[src/rtl/i2cbs_pkg.sv]
// shared types, command codes and pin step table for the i2c master bit sequencer
// no dependencies; imported by every module of the block
`default_nettype none

package i2cbs_pkg;

	typedef enum logic [1:0] {
		MODE_START = 2'd0,
		MODE_STOP  = 2'd1,
		MODE_WRITE = 2'd2,
		MODE_READ  = 2'd3
	} mode_t;

	localparam int STEP_W = 5;

	// index of the final pin step of each command
	localparam logic [STEP_W-1:0] LAST_IDX_START = 5'd2;
	localparam logic [STEP_W-1:0] LAST_IDX_STOP  = 5'd2;
	localparam logic [STEP_W-1:0] LAST_IDX_WRITE = 5'd18;
	localparam logic [STEP_W-1:0] LAST_IDX_READ  = 5'd20;

	// classified command as it waits in the queue
	typedef struct packed {
		mode_t             mode;
		logic [7:0]        wr_byte;
		logic              master_ack;
		logic [7:0]        rd_byte;
		logic              slave_acked;
		logic [STEP_W-1:0] last_idx;
	} cmd_desc_t;

	typedef struct packed {
		logic sda_low;
		logic scl_low;
	} pins_t;

	// pin levels of one step of a command
	function automatic pins_t step_pins(input cmd_desc_t desc, input logic [STEP_W-1:0] idx);
		pins_t p;
		p = '{sda_low: 1'b0, scl_low: 1'b0};
		case (desc.mode)
			MODE_START: begin
				p.sda_low = (idx != 5'd0);
				p.scl_low = (idx == 5'd2);
			end
			MODE_STOP: begin
				p.sda_low = (idx != 5'd2);
				p.scl_low = (idx == 5'd0);
			end
			MODE_WRITE: begin
				if (idx < 5'd16) begin
					// bit 7 - idx/2, msb first, scl low on the even half
					p.sda_low = ~desc.wr_byte[~idx[3:1]];
					p.scl_low = ~idx[0];
				end else begin
					p.sda_low = 1'b0;
					p.scl_low = (idx != 5'd17);
				end
			end
			MODE_READ: begin
				if (idx == 5'd0) begin
					p.scl_low = 1'b1;
				end else if (idx < 5'd17) begin
					p.scl_low = ~idx[0];
				end else begin
					// ack slot, then release sda with scl low
					p.sda_low = desc.master_ack && (idx != 5'd20);
					p.scl_low = (idx != 5'd18);
				end
			end
			default: begin
				p = '{sda_low: 1'b0, scl_low: 1'b0};
			end
		endcase
		return p;
	endfunction

endpackage

`default_nettype wire

[src/rtl/i2cbs_front.sv]
// front end: takes command transactions and classifies them into queue descriptors
// depends on i2cbs_pkg
`default_nettype none

module i2cbs_front
	import i2cbs_pkg::*;
(
	input  wire logic       in_valid,
	output logic            in_stall,
	input  wire logic [1:0] mode,
	input  wire logic [7:0] write_byte,
	input  wire logic       master_ack,
	input  wire logic [8:0] bus_sda_samples,
	input  wire logic       q_full,
	output logic            q_push,
	output cmd_desc_t       q_desc
);

	mode_t cmd_mode;

	assign cmd_mode = mode_t'(mode);
	assign in_stall = q_full;
	assign q_push   = in_valid && !q_full;

	always_comb begin
		q_desc             = '0;
		q_desc.mode        = cmd_mode;
		q_desc.wr_byte     = write_byte;
		q_desc.master_ack  = master_ack;
		case (cmd_mode)
			MODE_START: q_desc.last_idx = LAST_IDX_START;
			MODE_STOP:  q_desc.last_idx = LAST_IDX_STOP;
			MODE_WRITE: begin
				q_desc.last_idx    = LAST_IDX_WRITE;
				q_desc.slave_acked = ~bus_sda_samples[8];
			end
			MODE_READ: begin
				q_desc.last_idx = LAST_IDX_READ;
				q_desc.rd_byte  = bus_sda_samples[7:0];
			end
			default: q_desc.last_idx = LAST_IDX_START;
		endcase
	end

endmodule

`default_nettype wire

[src/rtl/i2cbs_queue.sv]
// short command queue between the front and back ends
// depends on i2cbs_pkg for the descriptor type
`default_nettype none

module i2cbs_queue
	import i2cbs_pkg::*;
#(
	parameter int DEPTH = 2
) (
	input  wire logic      clk,
	input  wire logic      arst_n,
	input  wire logic      push,
	input  wire cmd_desc_t push_desc,
	output logic           full,
	input  wire logic      pop,
	output logic           head_valid,
	output cmd_desc_t      head_desc
);

	localparam int PTR_W = (DEPTH > 1) ? $clog2(DEPTH) : 1;
	localparam int CNT_W = $clog2(DEPTH + 1);
	localparam logic [PTR_W-1:0] PTR_LAST = PTR_W'(DEPTH - 1);
	localparam logic [CNT_W-1:0] CNT_FULL = CNT_W'(DEPTH);

	cmd_desc_t        entry_q [DEPTH];
	logic [PTR_W-1:0] wr_ptr_q;
	logic [PTR_W-1:0] rd_ptr_q;
	logic [CNT_W-1:0] count_q;

	assign full       = (count_q == CNT_FULL);
	assign head_valid = (count_q != '0);
	assign head_desc  = entry_q[rd_ptr_q];

	always_ff @(posedge clk or negedge arst_n) begin
		if (!arst_n) begin
			wr_ptr_q <= '0;
			rd_ptr_q <= '0;
			count_q  <= '0;
		end else begin
			if (push) begin
				wr_ptr_q <= (wr_ptr_q == PTR_LAST) ? '0 : wr_ptr_q + 1'b1;
			end
			if (pop) begin
				rd_ptr_q <= (rd_ptr_q == PTR_LAST) ? '0 : rd_ptr_q + 1'b1;
			end
			if (push && !pop) begin
				count_q <= count_q + 1'b1;
			end else if (pop && !push) begin
				count_q <= count_q - 1'b1;
			end
		end
	end

	always_ff @(posedge clk) begin
		if (push) begin
			entry_q[wr_ptr_q] <= push_desc;
		end
	end

`ifndef ASSERT_OFF
	assert property (@(posedge clk) disable iff (!arst_n) count_q <= CNT_FULL)
		else $error("queue count above depth");
	assert property (@(posedge clk) disable iff (!arst_n) pop |-> count_q != '0)
		else $error("pop from empty queue");
`endif

endmodule

`default_nettype wire

[src/rtl/i2cbs_back.sv]
// back end: walks the head command one pin step per cycle into the output register, unless out_stall holds it
// depends on i2cbs_pkg for the descriptor type and the step table
`default_nettype none

module i2cbs_back
	import i2cbs_pkg::*;
(
	input  wire logic      clk,
	input  wire logic      arst_n,
	input  wire logic      head_valid,
	input  wire cmd_desc_t head_desc,
	output logic           pop,
	output logic           out_valid,
	input  wire logic      out_stall,
	output logic           sda_drive_low,
	output logic           scl_drive_low,
	output logic           last_step,
	output logic [7:0]     read_byte,
	output logic           slave_acked
);

	logic [STEP_W-1:0] step_q;
	logic              out_valid_q;
	logic              out_free;
	logic              load;
	logic              is_last;
	pins_t             pins;

	logic       sda_q;
	logic       scl_q;
	logic       last_q;
	logic [7:0] rd_byte_q;
	logic       ack_q;

	assign out_free = !out_valid_q || !out_stall;
	assign load     = head_valid && out_free;
	assign is_last  = (step_q == head_desc.last_idx);
	assign pop      = load && is_last;
	assign pins     = step_pins(head_desc, step_q);

	always_ff @(posedge clk or negedge arst_n) begin
		if (!arst_n) begin
			step_q      <= '0;
			out_valid_q <= 1'b0;
		end else begin
			if (out_free) begin
				out_valid_q <= head_valid;
			end
			if (load) begin
				step_q <= is_last ? '0 : step_q + 1'b1;
			end
		end
	end

	always_ff @(posedge clk) begin
		if (load) begin
			sda_q     <= pins.sda_low;
			scl_q     <= pins.scl_low;
			last_q    <= is_last;
			rd_byte_q <= is_last ? head_desc.rd_byte : 8'd0;
			ack_q     <= is_last && head_desc.slave_acked;
		end
	end

	assign out_valid     = out_valid_q;
	assign sda_drive_low = sda_q;
	assign scl_drive_low = scl_q;
	assign last_step     = last_q;
	assign read_byte     = rd_byte_q;
	assign slave_acked   = ack_q;

`ifndef ASSERT_OFF
	assert property (@(posedge clk) disable iff (!arst_n) (step_q != '0) |-> head_valid)
		else $error("step counter running with no command at the head");
	assert property (@(posedge clk) disable iff (!arst_n)
		head_valid |-> step_q <= head_desc.last_idx)
		else $error("step counter past the last step of the command");
`endif

endmodule

`default_nettype wire

[src/rtl/i2c_master_bit_sequencer_core.sv]
// top level of the open-drain i2c master pin sequencer
// depends on i2cbs_pkg, i2cbs_front, i2cbs_queue and i2cbs_back
//
// channel  direction  handshake            payload
// input    in         in_valid / in_stall   mode, write_byte, master_ack, bus_sda_samples
// output   out        out_valid / out_stall sda_drive_low, scl_drive_low, last_step,
//                                           read_byte, slave_acked
//
// one pin step leaves per cycle unless out_stall holds it: start and stop have 3 steps, write 19, read 21,
// set by the step counter in the back end walking the head command
// commands are accepted whenever the queue has room, so the next one is
// taken while the current one is still being stepped out
// reset clears the queue pointers, the step counter and the output valid
// out_stall holds the output register and the step counter; the queue keeps filling
`default_nettype none

module i2c_master_bit_sequencer_core
	import i2cbs_pkg::*;
#(
	parameter int QUEUE_DEPTH = 2 // commands buffered between front and back, 2..32
) (
	input  wire logic       clk,
	input  wire logic       arst_n,
	input  wire logic       in_valid,
	output logic            in_stall,
	input  wire logic [1:0] mode,
	input  wire logic [7:0] write_byte,
	input  wire logic       master_ack,
	input  wire logic [8:0] bus_sda_samples,
	output logic            out_valid,
	input  wire logic       out_stall,
	output logic            sda_drive_low,
	output logic            scl_drive_low,
	output logic            last_step,
	output logic [7:0]      read_byte,
	output logic            slave_acked
);

	// front to queue
	logic      q_full;
	logic      q_push;
	cmd_desc_t q_desc;

	// queue to back
	logic      q_pop;
	logic      head_valid;
	cmd_desc_t head_desc;

	// decode: sample bits are resolved into read byte and ack flag here
	i2cbs_front u_front (
		.in_valid        (in_valid),
		.in_stall        (in_stall),
		.mode            (mode),
		.write_byte      (write_byte),
		.master_ack      (master_ack),
		.bus_sda_samples (bus_sda_samples),
		.q_full          (q_full),
		.q_push          (q_push),
		.q_desc          (q_desc)
	);

	// decouples command acceptance from pin stepping
	i2cbs_queue #(
		.DEPTH (QUEUE_DEPTH)
	) u_queue (
		.clk        (clk),
		.arst_n     (arst_n),
		.push       (q_push),
		.push_desc  (q_desc),
		.full       (q_full),
		.pop        (q_pop),
		.head_valid (head_valid),
		.head_desc  (head_desc)
	);

	// steps the head command; pops it when its last step is loaded
	i2cbs_back u_back (
		.clk           (clk),
		.arst_n        (arst_n),
		.head_valid    (head_valid),
		.head_desc     (head_desc),
		.pop           (q_pop),
		.out_valid     (out_valid),
		.out_stall     (out_stall),
		.sda_drive_low (sda_drive_low),
		.scl_drive_low (scl_drive_low),
		.last_step     (last_step),
		.read_byte     (read_byte),
		.slave_acked   (slave_acked)
	);

endmodule

`default_nettype wire
[config.mk]
export PLATFORM = sky130hd
export DESIGN_NAME = i2c_master_bit_sequencer_core
export DESIGN_NICKNAME = d
export VERILOG_FILES = /design/src/rtl/i2cbs_pkg.sv /design/src/rtl/i2cbs_front.sv /design/src/rtl/i2cbs_queue.sv /design/src/rtl/i2cbs_back.sv /design/src/rtl/i2c_master_bit_sequencer_core.sv
export SDC_FILE = /design/constraint.sdc
export NUM_CORES = 1
export LEC_CHECK = 0
export ABC_AREA = 1
export CAP_MARGIN = 20
export CORE_AREA = 3 3 93 95
export CTS_CLUSTER_SIZE = 8
export DETAILED_ROUTE_END_ITERATION = 8
export DIE_AREA = 0 0 96 98
export DONT_BUFFER_PORTS = 1
export GPL_ROUTABILITY_DRIVEN = 0
export PLACE_DENSITY_LB_ADDON = 0.3
export SLEW_MARGIN = 15
export SYNTH_ARGS = -nofsm -noshare
export SYNTH_HDL_FRONTEND = slang
export SYNTH_SLANG_ARGS = --single-unit
[constraint.sdc]
create_clock -name clk -period 2.1 [get_ports clk]
set_input_delay 0.315 -clock clk [delete_from_list [all_inputs] [get_ports clk]]
set_output_delay 0.315 -clock clk [all_outputs]
set_load 0.01 [all_outputs]
==> impl_summary.md <==
Logic synthesis
The fraction of the mapped netlist area in compound gates is 5.56%. The number of standard cells after synthesis is between 200 and 300. Each instance of the synthesized netlist takes up on average between 10 and 15 µm².

Counting flops with a built-in enable in the synthesized netlist gives a little under 60. Summing the areas of all fa, ha and maj instances in the mapped netlist gives 2.09% of the synthesized area. After synthesis, flip-flops and latches occupy between 60% and 70% of the total area. The count of unique library cells instantiated by Yosys is 26. The synthesized netlist devotes a little under a fifth of its cell area to simple gates. The Yosys step of the flow raised 0 warnings. By area, the combinational part of the netlist is dominated by simple AND/OR/NAND/NOR gates. Counting flops with an async set or reset pin after synthesis yields a share of between 10% and 20%. The most used flip-flop cell after synthesis is sky130_fd_sc_hd__edfxtp_1. After Yosys synthesis, XOR and XNOR cells account for around 1.2% of the synthesized area. The register bit total from synthesis is 68.

The post-synthesis net count is 307. In this run the cell area of the synthesized design comes to ~3000 µm². Multiplexer cells account for 0% of the synthesized area.

Place
The HPWL after detailed placement is approximately 3.7 mm. Input and output buffers added on the ports amount to 0.

Timing
The final-report setup violation count is 0. The maximum clock frequency is roughly 0.53 GHz. The aggregate negative setup slack is 0 ps. For the pin with the worst max-slew slack, the measured transition is 523 ps. The max-slew violation count is 0. The worst path needs approximately 1900 ps of the cycle, external delays included. Setup repair after global routing left no endpoint under its margin. In this run the tightest slew margin relative to its limit is around 65%. The number of endpoints with negative hold slack in the final report was 0. In the finished design, the share of the clock period the worst path needs comes to 89.3%.

The clock arrives with around 10 ps of skew.

Floorplan
In this run the vertical extent of the chip is between 90 and 100 µm. The die span in x is roughly 96 µm. The die covers around 9400 µm². Pin placement for this block handled 38 I/O pins. The total number of placement rows is 32. The effective utilization at floorplan is 38.3%.

After floorplanning, the core was sized to cover 7810 µm².

Clock network
The maximum buffer depth of the clock tree is 2. For the worst-skew pair, the clock arrives at the later sink with an insertion delay of 340 ps. The clock edge transition at the registers on the reported setup and hold paths is around 80 ps. The CTS tree is built. For this design, the sink count on the clock tree is 68. The number of H-tree branching levels is 3. In this run the post-CTS setup repair buffer count came out at 0. The cell at the root of the clock tree is sky130_fd_sc_hd__clkbuf_8. The total clock buffers created by CTS is 9.

Routing
The via-per-instance ratio is about 4.6. In the routed design, unresolved DRC markers number 0. The detail route stage leaves a number of antenna-violating nets equal to 0. The vias after detailed routing is ~1,800. The routed design has 5.32 mm of wire.

In the final routed layout, each cell accounts on average for around 13 µm. For this run, the detailed router's first-pass iteration total came to 4. For this block, the initial DRC count from the detailed router was around 120.

Critical path
The dominant delay contributor by cell family on the critical path is flip-flops. STA puts the critical path data arrival time at 2100 ps. The critical path goes through inv_6, nand2_2, nand2_2, nor2_1, nor2_2, nand3_1, ha_1, a21oi_1, o21ai_0, xor2_1. The highest net fanout along the worst path is 12. The kind of start point of the critical path is a flip-flop. The cell that appears most often on the critical path is sky130_fd_sc_hd__nand2_2. The worst setup path is captured at a flip-flop. Among all stages on the critical path, the largest delay is contributed by sky130_fd_sc_hd__dfrtp_2. At the worst endpoint, the required time is 2330 ps. The critical path is of the reg2reg type.

The critical path buffer and inverter count is 1. The largest incremental delay on the critical path is 480 ps.

Worst hold path
The tightest min-delay check is of the in2reg type.

Layout
Summing all flip-flop and latch instances after layout gives around 2000 µm². The layout overhead on the synthesized area is 13.2%. The share of cells above drive strength 1 is around 17%. Summing all multi-input logic gate instances after layout gives 810 µm². The antenna diode instance count is 0. The core utilization of the finished layout is 43.4%. Fill cells in the final layout number roughly 750.

The net total in the final layout is around 320.

Run
The count of max-cap constraint violations is 0.

Power
The worst-case IR drop observed on VDD is 0.000503 V. The power per cell area is between 1000 and 1500 nW/µm². The leakage power total is 1.41 nW.

GRT
The total overflow left after global routing is 0. The total track usage is roughly an eighth. The first global-routing pass estimated 8.96 mm of wire.

The pin count of the biggest net entering global routing is 25. The initial antenna violation count came to 0. The via count of the first global-routing pass is 1,809.

Run status
The run finished with clean final reports.
## where the power goes
group | total (mW) | internal [mW] | leakage, nW | switching, mW
logic | 1.54 | 0.529 | 0.638 | 1.01
registers | 2.27 | 1.98 | 0.672 | 0.296
clock network | 1.09 | 0.564 | 0.101 | 0.531
total | 4.90 | 3.07 | 1.41 | 1.84
## final timing paths
check	startpoint	endpoint	slack, ps	cells after the start
max	u_queue.rd_ptr_q$_DFFE_PN0P_	u_queue.count_q[1]$_DFFE_PN0P_	220	10
min	write_byte[0]	u_queue.entry_q[1][15]$_DFFE_PP_	60	0
max reg2reg	u_queue.rd_ptr_q$_DFFE_PN0P_	u_queue.count_q[1]$_DFFE_PN0P_	220	10
min reg2reg	u_queue.wr_ptr_q$_DFFE_PN0P_	u_queue.wr_ptr_q$_DFFE_PN0P_	540	2
max in group asynchronous	arst_n	u_queue.rd_ptr_q$_DFFE_PN0P_	1340	1
min in group asynchronous	arst_n	u_back.out_valid$_DFFE_PN0N_	380	1
## cell usage after synthesis, types with 3 or more instances
master / instances / share of area, %
sky130_fd_sc_hd__nand4_1: 3 / 0.63
sky130_fd_sc_hd__clkbuf_1: 3 / 0.38
sky130_fd_sc_hd__nand2_1: 73 / 9.2
sky130_fd_sc_hd__a21oi_2: 9 / 2.6
sky130_fd_sc_hd__edfxtp_1: 58 / 58
sky130_fd_sc_hd__nor2_1: 30 / 3.8
sky130_fd_sc_hd__inv_1: 32 / 4.0
sky130_fd_sc_hd__dfrtp_1: 10 / 8.4
sky130_fd_sc_hd__nand3_1: 18 / 3.0
sky130_fd_sc_hd__a21oi_1: 3 / 0.50
sky130_fd_sc_hd__ha_1: 5 / 2.1
sky130_fd_sc_hd__inv_2: 3 / 0.38
sky130_fd_sc_hd__o21ai_0: 8 / 1.3
sky130_fd_sc_hd__nand2_2: 4 / 0.84
## layer usage
| layer | vias up | share of wire (%) | global-route usage, % |
|---|---|---|---|
| li1 | 942 | - | - |
| met1 | 849 | 45 | 16.3 |
| met2 | 39 | 49 | 19.2 |
| met3 | 4 | 5.1 | 5.32 |
| met4 | 0 | 1.4 | 5.36 |
| met5 | - | 0 | 0 |
## cell type report
class,instances,share of cell area [%]
flip-flops and latches,68,58.8
multi-input cells,165,23.9
well taps,102,3.77
inverters,36,4.14
repair buffers,13,3.32
clock buffers,9,3.66
clock inverters,7,2.40
## placed cells by master (no fill, tap or decap), types with 4 or more instances in the layout
cell                       count
sky130_fd_sc_hd__nand2_1      73
sky130_fd_sc_hd__edfxtp_1     58
sky130_fd_sc_hd__inv_1        32
sky130_fd_sc_hd__nor2_1       28
sky130_fd_sc_hd__nand3_1      18
sky130_fd_sc_hd__buf_4        11
sky130_fd_sc_hd__a21oi_2       9
sky130_fd_sc_hd__clkbuf_8      9
sky130_fd_sc_hd__dfrtp_1       9
sky130_fd_sc_hd__o21ai_0       8
sky130_fd_sc_hd__ha_1          5
sky130_fd_sc_hd__inv_6         4
sky130_fd_sc_hd__nand2_2       4
sky130_fd_sc_hd__nor2_2        4
## logic make-up (layout without fill, tap and decap cells)
logic type,after synthesis,in the layout
and+or+nand+nor,131,131
AOI/OAI and AO/OA,25,25
adders and majority gates,5,5
DFF,68,68
buffers and inverters,45,65
xor gates and xnor gates,4,4
## state kept, by name, indices dropped and copies added (netlist names)
name / flops
u_queue.entry_q: 46
u_back.read_byte: 8
u_back.step_q: 5
u_queue.count_q: 2
u_back.last_step: 1
u_back.out_valid: 1
u_back.scl_drive_low: 1
u_back.sda_drive_low: 1
u_back.slave_acked: 1
u_queue.rd_ptr_q: 1
u_queue.wr_ptr_q: 1
## worst register-to-register path: cells and delay by family (launching register included)
family                     cells  cell delay, ps
buffers and inverters          1             130
DFF                            1             480
and+or+nand+nor                5             450
xor gates and xnor gates       1             150
AOI/OAI and AO/OA              2             230
adders and majority gates      1             330
## through the flow
step	cell area, µm²	power, mW	cells	hold WS, ps	setup WS, ps
finish	3390	4.90	400	64.3	225
global route	3390	5.30	400	38.2	29.1
CTS	3380	4.97	400	45.0	118
detailed placement	3170	3.85	383	19.9	146
global placement	3170	3.83	383	19.7	197
floorplan	2990	3.38	278	19.4	98.2
## timing repair
action,CTS,global route
hold endpoints to repair,10,0
resized for setup,0,2
endpoints found under the setup margin,0,1
hold buffers,1,0
(Power assumes the default switching activity.)
